### src/sv/bgtr_pkg.sv
// Package for the bitmap glyph text renderer: shared codes, reset values,
// the configuration bundle and the controller/datapath command and status types.
// No dependencies.
`default_nettype none

package bgtr_pkg;

    // Input item kinds (carried on the slave-side tuser).
    localparam logic CMD_FONT_WRITE = 1'b0;
    localparam logic CMD_RENDER     = 1'b1;

    // Control character codes.
    localparam logic [7:0] CHAR_BACKSPACE = 8'd8;
    localparam logic [7:0] CHAR_NEWLINE   = 8'd10;

    // Draw command codes (carried on the master-side tuser).
    localparam logic [1:0] OP_SET_PIXEL = 2'd0;
    localparam logic [1:0] OP_FILL_BOX  = 2'd1;
    localparam logic [1:0] OP_CLEAR_BOX = 2'd2;

    // Configuration register indexes.
    localparam logic [2:0] REG_GLYPH_WIDTH  = 3'd0;
    localparam logic [2:0] REG_GLYPH_HEIGHT = 3'd1;
    localparam logic [2:0] REG_GLYPH_BYTES  = 3'd2;
    localparam logic [2:0] REG_SCALE        = 3'd3;
    localparam logic [2:0] REG_SPACING      = 3'd4;
    localparam logic [2:0] REG_LEFT_MARGIN  = 3'd5;

    // Configuration reset values.
    localparam logic [3:0] RST_GLYPH_WIDTH  = 4'd5;
    localparam logic [4:0] RST_GLYPH_HEIGHT = 5'd7;
    localparam logic [3:0] RST_GLYPH_BYTES  = 4'd5;
    localparam logic [3:0] RST_SCALE        = 4'd1;
    localparam logic [3:0] RST_SPACING      = 4'd3;
    localparam logic [9:0] RST_LEFT_MARGIN  = 10'd0;

    // Most font bytes walked for one character.
    localparam logic [3:0] MAX_WALK_BYTES = 4'd8;

    // Coordinate limits of the output fields.
    localparam logic [13:0] X_MAX = 14'd2047;
    localparam logic [13:0] Y_MAX = 14'd4095;

    typedef struct packed {
        logic [3:0] glyph_width;
        logic [4:0] glyph_height;
        logic [3:0] glyph_bytes;
        logic [3:0] scale;
        logic [3:0] spacing;
        logic [9:0] left_margin;
    } bgtr_cfg_t;

    typedef struct packed {
        logic font_wr;
        logic newline;
        logic bs_edge;
        logic bs_box;
        logic glyph_start;
        logic reduce;
        logic rd_en;
        logic bit_step;
        logic flush;
    } bgtr_cmd_t;

    typedef struct packed {
        logic is_write;
        logic is_newline;
        logic is_bs;
        logic at_left_edge;
        logic base_ge_depth;
        logic nb_zero;
        logic bit_set;
        logic last_bit;
        logic last_byte;
        logic pend_valid;
        logic out_free;
    } bgtr_sts_t;

    function automatic logic [10:0] clamp_x(input logic [13:0] v);
        clamp_x = (v > X_MAX) ? X_MAX[10:0] : v[10:0];
    endfunction

    function automatic logic [11:0] clamp_y(input logic [13:0] v);
        clamp_y = (v > Y_MAX) ? Y_MAX[11:0] : v[11:0];
    endfunction

endpackage

`default_nettype wire

### src/sv/bgtr_ctrl.sv
// Controller state machine of the bitmap glyph text renderer.
// Depends on bgtr_pkg for the command and status types.
`default_nettype none

module bgtr_ctrl (
    input  wire logic              clk,
    input  wire logic              rst_n,
    input  wire logic              in_valid,
    output logic                   in_ready,
    input  wire bgtr_pkg::bgtr_sts_t sts,
    output bgtr_pkg::bgtr_cmd_t    cmd
);

    localparam logic [2:0] ST_IDLE   = 3'd0;
    localparam logic [2:0] ST_REDUCE = 3'd1;
    localparam logic [2:0] ST_READ   = 3'd2;
    localparam logic [2:0] ST_WALK   = 3'd3;
    localparam logic [2:0] ST_FLUSH  = 3'd4;

    logic [2:0] state_reg;
    logic [2:0] state_next;

    always_ff @(posedge clk or negedge rst_n)
    begin
        if (!rst_n)
        begin
            state_reg <= ST_IDLE;
        end
        else
        begin
            state_reg <= state_next;
        end
    end

    always_comb
    begin
        cmd        = '0;
        in_ready   = 1'b0;
        state_next = state_reg;
        case (state_reg)
            ST_IDLE:
            begin
                in_ready = 1'b1;
                if (in_valid)
                begin
                    if (sts.is_write)
                    begin
                        cmd.font_wr = 1'b1;
                    end
                    else if (sts.is_newline)
                    begin
                        cmd.newline = 1'b1;
                    end
                    else if (sts.is_bs)
                    begin
                        if (sts.at_left_edge)
                        begin
                            cmd.bs_edge = 1'b1;
                        end
                        else
                        begin
                            cmd.bs_box = 1'b1;
                            state_next = ST_FLUSH;
                        end
                    end
                    else
                    begin
                        cmd.glyph_start = 1'b1;
                        state_next      = ST_REDUCE;
                    end
                end
            end
            ST_REDUCE:
            begin
                // Bring the base address into the font store range, one
                // subtraction of the depth per cycle.
                if (sts.base_ge_depth)
                begin
                    cmd.reduce = 1'b1;
                end
                else if (sts.nb_zero)
                begin
                    state_next = ST_FLUSH;
                end
                else
                begin
                    cmd.rd_en  = 1'b1;
                    state_next = ST_WALK;
                end
            end
            ST_READ:
            begin
                cmd.rd_en  = 1'b1;
                state_next = ST_WALK;
            end
            ST_WALK:
            begin
                // A set bit with a result already held must wait for room downstream.
                if (!(sts.bit_set && sts.pend_valid && !sts.out_free))
                begin
                    cmd.bit_step = 1'b1;
                    if (sts.last_bit)
                    begin
                        state_next = sts.last_byte ? ST_FLUSH : ST_READ;
                    end
                end
            end
            ST_FLUSH:
            begin
                if (!sts.pend_valid)
                begin
                    state_next = ST_IDLE;
                end
                else if (sts.out_free)
                begin
                    cmd.flush  = 1'b1;
                    state_next = ST_IDLE;
                end
            end
            default:
            begin
                state_next = ST_IDLE;
            end
        endcase
    end

    // A held result is never overwritten while the output stage is full.
    a_no_overwrite: assert property (@(posedge clk) disable iff (!rst_n)
        (cmd.bit_step && sts.bit_set && sts.pend_valid) |-> sts.out_free)
        else $error("held result would be lost");

    // Only one item is in progress at a time.
    a_busy_no_accept: assert property (@(posedge clk) disable iff (!rst_n)
        (state_reg != ST_IDLE) |-> (!in_ready && (cmd.glyph_start == 1'b0)))
        else $error("input taken while busy");

endmodule

`default_nettype wire

### config.mk
export PLATFORM = sky130hd
export DESIGN_NAME = bgtr_ctrl
export DESIGN_NICKNAME = d
export VERILOG_FILES = /design/src/sv/bgtr_pkg.sv /design/src/sv/bgtr_ctrl.sv
export SDC_FILE = /design/constraint.sdc
export NUM_CORES = 1
export LEC_CHECK = 0
export BUFFER_PORTS_ARGS = -buffer_cell sky130_fd_sc_hd__buf_4
export CORE_AREA = 2 2 39 41
export CTS_BUF_LIST = sky130_fd_sc_hd__clkbuf_16
export DETAILED_ROUTE_END_ITERATION = 10
export DIE_AREA = 0 0 41 43
export GPL_TIMING_DRIVEN = 0
export PLACE_DENSITY_LB_ADDON = 0.25
export SYNTH_ARGS = -nofsm -noshare
export SYNTH_HDL_FRONTEND = slang
export SYNTH_SLANG_ARGS = --single-unit
### constraint.sdc
create_clock -name clk -period 2.2 [get_ports clk]
set_input_delay 0.44 -clock clk [delete_from_list [all_inputs] [get_ports clk]]
set_output_delay 0.44 -clock clk [all_outputs]
set_load 0.01 [all_outputs]
[Word-level counts from Yosys, hierarchy flattened]
Cells that the tools add are included.
Storage, ports and cells
  output and inout bits: 10
  bits in registers: 3
  input bits: 14
  logic and storage cells: 52
Cells by class
  reductions and logical operators: 5
  equality and inequality tests: 12
  multiplexer cells: 34
Operators by type and width (count)
  $mux W3: 13
  $mux W1: 15
  $pmux W3 S5: 1
  $ne A2 B2 Y1 const B: 6
  $mux W5: 2
  $reduce_and A8 Y1: 1
  $eq A3 B2 Y1 const B: 2
  $ne A3 B3 Y1 const B: 2
  $mux W4: 1
  $eq A3 B1 Y1 const B: 1
  $eq A3 B3 Y1 const B: 1
  $logic_not A3 Y1: 1
  $logic_and A1 B1 Y1: 2
  $mux W2: 1
  $pmux W1 S2: 1
  $logic_not A1 Y1: 1

[Logic depth before layout (Yosys ltp)]
Gate-level depths: netlist of the first run.
  depth after elaboration: 6
  mapped depth: 5
  depth with buffers taken out: 4

[Worst setup path before layout of the first run]
Ideal clock, no wire load.
  path kind: register -> output
  from: register state_reg[0]
  to: output port cmd[4] in the netlist's numbering
  cell stages (with the launch flop): 4
  slack: 318 ps
  path buffers: 1
  required time: 1760 ps
  arrival time: 1442 ps
  path through: dfrtp_1 -> buf_6 -> or4b_4 -> nor4_1
RTL lines
  from (decl): line bgtr_ctrl.sv:20  | logic [2:0] state_reg;
  from (signal assigned): line bgtr_ctrl.sv:31  | state_reg <= state_next;
  to (decl): line bgtr_ctrl.sv:11  | output bgtr_pkg::bgtr_cmd_t cmd

==> run summary, run 1 <==
launch point of the worst reg-to-reg path: state_reg[0]
Slew Limit Headroom: 74.0%
initial core utilization: 30.9%
via count: 440
site row count: 14
fin. max-slew vios: 0
H-tree Lvls: 1
diode count: 0
largest net degree at the start of global routing: 11
Syn Area/Cell: 9.73 µm²
DR vias/cell: 4.78
clk sink count: 3
Die H: 43 µm
Clk pin slew, worst setup/hold paths: 0.03 ns
Yosys warning count: 0
Cell Area, Synth: 428 µm²
Hold WS: 0.551 ns
Final WS setup: 0.0468 ns
non-filler cells, final: 92
status: complete, no violations
kind of end point of the critical path: output port
Worst-Margin Slew: 0.390 ns
Max VDD drop: 761 µV
skew final: 0.000747 ns
Routed Antenna Nets: 0
Horiz. Die Dim: 41 µm
Num CTS Buffers: 3
final wirelength: 1.05 mm
DR iter-0 viols: 1
routability cong.: 0.725
initial antenna violation count: 0
vias in the first global route: 382
layout cells sized above 1: 57.9%
R2R depth: 5
final setup fails: 0
# fillers: 129
area of the multi-input gates: 315 µm²
First-pass DRT Iterations: 2
Reg area: 75.1 µm²
sequential share of the synthesized area: 17.5%
RSZ-0062 raised after global routing: yes
placed cell count: 83
first-pass GRT wire length: 1.54 mm
Layout area overhead: 72.8%
Core Area: 0.00138 mm²
Critical Path AT: 1.71 ns
combinational share of power: 58.5%
Power per Cell Area: 1230 mW/mm²
Post-Syn Instances: 44
Worst-Skew Late Latency: 0.22 ns
Final TNS setup: 0 ns
final hold vios: 0
Die ar.: 0.00176 mm²
routed len/inst: 11.4 µm
startpoint types: register
power share of the clock group: 31.0%
CP Max Fanout: 7
Final Util: 53.4%
syn nets: 58
f_max: 464 MHz
Max Root-Sink Buffers: 2
# IOs: 24
root cell of the clock tree: clkbuf_16
CTS tree: done
total track usage: 12.9%
gr ovfl total: 0
R2R setup slack: 0.50 ns
Hold Path Class: input port to asynchronous set/reset pin
LEAKAGE: 0.358 nW
Yosys reg bits: 3
switching share of power: 33.8%
Reg-to-Reg End: state_reg[2]
sequential power share: 10.5%
fin crit share: 97.9%
# DRC: 0
Int Pwr: 0.603 mW
Post-DP HPWL: 790 µm
Worst EP required: 1.76 ns
number of buffers added on ports: 23
max-cap violation count: 0
Nets: 91
fin crit period: 2.15 ns
Distinct cells, synth: 29
max reg flops: 3
dpl ws: 0.230 ns
Sw Pwr: 0.308 mW
critical path type: register to output port
## cells in the final DEF, fill, tap and decap left out, drive strengths merged, types with 2 or more instances in the layout
cell    synthesis  routed
nor2            3       3
and3            3       3
buf             3      30
dfrtp           3       3
nor3b           3       3
nor4            2       2
nand3           2       2
inv             2       3
a21oi           2       2
mux2            2       2
nand3b          3       3
nand2b          2       2
clkbuf          0       3
nor3            3       3
## power groups by stage
| stage | clock network [mW] | logic [mW] | registers [mW] |
|---|---|---|---|
| after floorplan | 0 | 0.362 | 0.0987 |
| after global placement | 0 | 0.485 | 0.103 |
| after detailed placement | 0 | 0.487 | 0.103 |
| after CTS | 0.289 | 0.509 | 0.0960 |
| after global routing | 0.296 | 0.574 | 0.0991 |
| final | 0.283 | 0.533 | 0.0956 |
## critical path, cell delays in order, from the launching register on
cell and delay, ns:
dfrtp_1 0.39, buf_6 0.14, or4b_4 0.55, nor3_2 0.14, and3_1 0.17, buf_4 0.11
## cell usage after synthesis
cell type	number	share of area (%)
and3_1	3	4.4
dfrtp_1	3	18
nand3b_1	3	5.3
nor2_1	3	2.6
a21oi_2	2	4.1
buf_6	2	5.3
mux2_1	2	5.3
nand2b_1	2	2.9
nand3_1	2	2.3
nor3_2	2	4.7
nor3b_2	2	5.8
a2111oi_4	1	6.4
a211o_1	1	2.0
a211oi_2	1	2.9
a21o_1	1	1.8
buf_4	1	1.8
inv_1	1	0.88
inv_2	1	0.88
mux2i_1	1	2.3
nand2_1	1	0.88
nor2b_1	1	1.5
nor3_1	1	1.2
nor3b_1	1	1.8
nor4_1	1	1.5
nor4_4	1	5.0
nor4b_1	1	2.0
o21a_1	1	1.8
or3b_1	1	2.0
or4b_4	1	3.2
## how the worst max path moves through the flow
stage            startpoint     end
2_1_floorplan  state_reg[0]  cmd[4]
3_3_place_gp   state_reg[0]  cmd[6]
3_5_place_dp   state_reg[0]  cmd[6]
4_1_cts        state_reg[1]  cmd[6]
5_1_grt        state_reg[1]  cmd[5]
6_report       state_reg[1]  cmd[6]
## final cells by class
type / instances / area share, %
Clock buffer: 3 / 10.2
Buffer: 3 / 4.06
Inverter: 2 / 1.02
Clock inverter: 1 / 0.508
Timing Repair Buffer: 28 / 28.8
Tap cell: 16 / 2.71
Sequential cell: 3 / 10.2
Multi-Input combinational cell: 36 / 42.6
## layer usage
layer	GRT usage (%)	part of all wire, %
met2	19.4	47
met5	0	0
met3	3.14	6.9
met1	15.5	46
met4	8.00	0
## logic make-up (layout without fill, tap and decap cells)
group | Yosys count | after routing | synth area share, %
simple gates | 26 | 26 | 47.1
compound gates | 7 | 7 | 19.0
flops | 3 | 3 | 17.5
buf+inv | 5 | 37 | 8.77
mux | 3 | 3 | 7.60
## metrics by stage
step                cell area [µm²]  power, mW
floorplan                       428      0.460
global placement                621      0.587
detailed placement              621      0.590
CTS                             717      0.895
global route                    739      0.968
finish                          739      0.912
## what timing repair did
item | in CTS | in global routing
setup endpoints to repair | 1 | 2
gates cloned | 0 | 0
resized for setup | 0 | 0
setup buffers | 1 | 3
endpoints found under the hold margin | 3 | 0
hold buffers | 1 | 0
No activity file was read; power rests on OpenSTA's default activity.
==> run 2: changes to the inputs <==
--- a/config.mk
+++ b/config.mk
@@ -5,11 +5,10 @@
 export SDC_FILE = /design/constraint.sdc
 export NUM_CORES = 1
 export LEC_CHECK = 0
-export BUFFER_PORTS_ARGS = -buffer_cell sky130_fd_sc_hd__buf_4
-export CORE_AREA = 2 2 39 41
-export CTS_BUF_LIST = sky130_fd_sc_hd__clkbuf_16
+export CORE_MARGIN = 1.5
+export CORE_UTILIZATION = 30
 export DETAILED_ROUTE_END_ITERATION = 10
-export DIE_AREA = 0 0 41 43
+export DONT_BUFFER_PORTS = 1
 export GPL_TIMING_DRIVEN = 0
 export PLACE_DENSITY_LB_ADDON = 0.25
 export SYNTH_ARGS = -nofsm -noshare
==> run summary, run 2 (synthesis results as in run 1) <==
status: complete, but fails checks
failing checks: negative setup slack
LEAKAGE: 0.220 nW (-38%)
kind of end point of the critical path: output port
site row count: 13 (-1)
CTS tree: done
layout cells sized above 1: 50.0% (-7.9 points)
number of buffers added on ports: 0 (-100%)
CP Max Fanout: 4 (-3)
clk sink count: 3 (unchanged)
First-pass DRT Iterations: 1 (-1)
startpoint types: register
Clk pin slew, worst setup/hold paths: 0.04 ns (about the same)
total track usage: 13.1% (+0.23 points)
Hold Path Class: input port to asynchronous set/reset pin
Die H: 40.8 µm (-5.2%)
fin. max-slew vios: 0 (unchanged)
initial core utilization: 32.5% (+1.6 points)
final wirelength: 909 µm (-14%)
Worst EP required: 1.76 ns (about the same)
Post-DP HPWL: 693 µm (-12%)
vias in the first global route: 341 (-11%)
Routed Antenna Nets: 0 (unchanged)
f_max: 450 MHz (-3.2%)
final setup fails: 2 (+2)
Horiz. Die Dim: 40.8 µm (-0.57%)
first-pass GRT wire length: 1.40 mm (-9.0%)
Max VDD drop: 491 µV (-35%)
H-tree Lvls: 1 (unchanged)
Critical Path AT: 1.78 ns (+0.07 ns)
Die ar.: 0.00166 mm² (-5.7%)
via count: 356 (-19%)
Core Area: 0.00132 mm² (-4.8%)
routability cong.: 0.632 (-13%)
slowest stage delay, CP: 0.56 ns (about the same)
commonest non-fill, non-tap cell in the layout: buf_4
initial antenna violation count: 0 (unchanged)
Final WS setup: -0.0234 ns (-0.0703 ns)
Power per Cell Area: 1240 mW/mm² (+0.52%)
CP max stage cell: or4b_4
DR iter-0 viols: 0 (-1)
Nets: 69 (-24%)
routed len/inst: 13.2 µm (+15%)
gr ovfl total: 0 (unchanged)
critical path type: register to output port
Max Root-Sink Buffers: 2 (unchanged)
max-cap violation count: 0 (unchanged)
most frequent cells in the layout: buf_4, nand3b_1, clkbuf_4
Final Util: 42.0% (-11 points)
Overall Power: 0.685 mW (-25%)
largest net degree at the start of global routing: 11 (unchanged)
RSZ-0062 raised after global routing: yes
# DRC: 0 (unchanged)
Layout area overhead: 29.2%
root cell of the clock tree: clkbuf_4
# IOs: 24 (unchanged)
# fillers: 134 (+3.9%)
diode count: 0 (unchanged)
Worst-Skew Late Latency: 0.23 ns (about the same)
skew final: 0.000660 ns (-0.0000873 ns)
DR vias/cell: 5.16 (+7.9%)
fin crit share: 101% (+3.2 points)
fin crit period: 2.22 ns (+0.0703 ns)
Slew Limit Headroom: 61.7% (-12 points)
Num CTS Buffers: 3 (unchanged)
final hold vios: 0 (unchanged)
max reg flops: 3 (unchanged)
worst-path cell chain: buf_8 > or4b_4 > nor3_4 > and3_4
Worst-Margin Slew: 0.566 ns (+0.176 ns)
==> run 2: final timing paths <==
path | start | end | slack, ns | cells after the start
max | state_reg[0] | cmd[6] | -0.02 | 4
min reg2reg | state_reg[2] | state_reg[2] | 0.72 | 2
min | rst_n | state_reg[2] | 0.46 | 1
max reg2reg | state_reg[0] | state_reg[0] | 0.44 | 6
min in group clk | sts[2] | state_reg[1] | 0.46 | 2
max in group asynchronous | rst_n | state_reg[0] | 1.58 | 1
==> run 2: where the power goes <==
part	internal (mW)	switching (mW)	total [mW]	leakage, nW
clock network	0.0679	0.0269	0.0948	0.0150
logic	0.257	0.230	0.486	0.168
registers	0.0821	0.0221	0.104	0.0376
==> run 2: area by class of cell <==
type,instances,area [µm²],area share [%]
inverters,2,7.51,1.36
plain buffers,3,33.8,6.11
multi-input cells,36,343,62.0
clock buffers,4,26.3,4.75
repair buffers,6,47.5,8.60
flip-flops and latches,3,76.3,13.8
well taps,15,18.8,3.39
==> run 2: per-layer routing <==
| layer | up-vias | GRT usage (%) | share of wire (%) |
|---|---|---|---|
| met2 | 21 | 19.0 | 43 |
| met5 | - | 0 | 0 |
| met3 | 0 | 6.52 | 12 |
| li1 | 186 | - | - |
| met4 | 0 | 2.50 | 0 |
| met1 | 149 | 17.3 | 45 |
==> run 2: what timing repair did <==
item                                   CTS  global route
hold buffers                             1             0
gates resized for setup                  0             8
buffers inserted                         0             5
endpoints found under the hold margin    3             0
setup endpoints to repair                1             4
pin swaps                                0             4
==> run 2: metrics by stage <==
step,setup TNS (ns),cell area [µm²],setup slack (ns),cells,hold WS [ns]
floorplan,0,428,0.318,44,0.144
global placement,0,447,0.248,59,0.144
detailed placement,0,447,0.248,59,0.144
CTS,-0.00684,483,-0.00684,64,0.455
global route,-0.233,553,-0.110,69,0.461
finish,-0.0382,553,-0.0234,69,0.460
==> run 2: critical path, delay by kind of cell (launching register included) <==
| family | cells | cell delay [ns] |
|---|---|---|
| buffers and inverters | 1 | 0.13 |
| DFF | 1 | 0.42 |
| and+or+nand+nor | 3 | 1.00 |
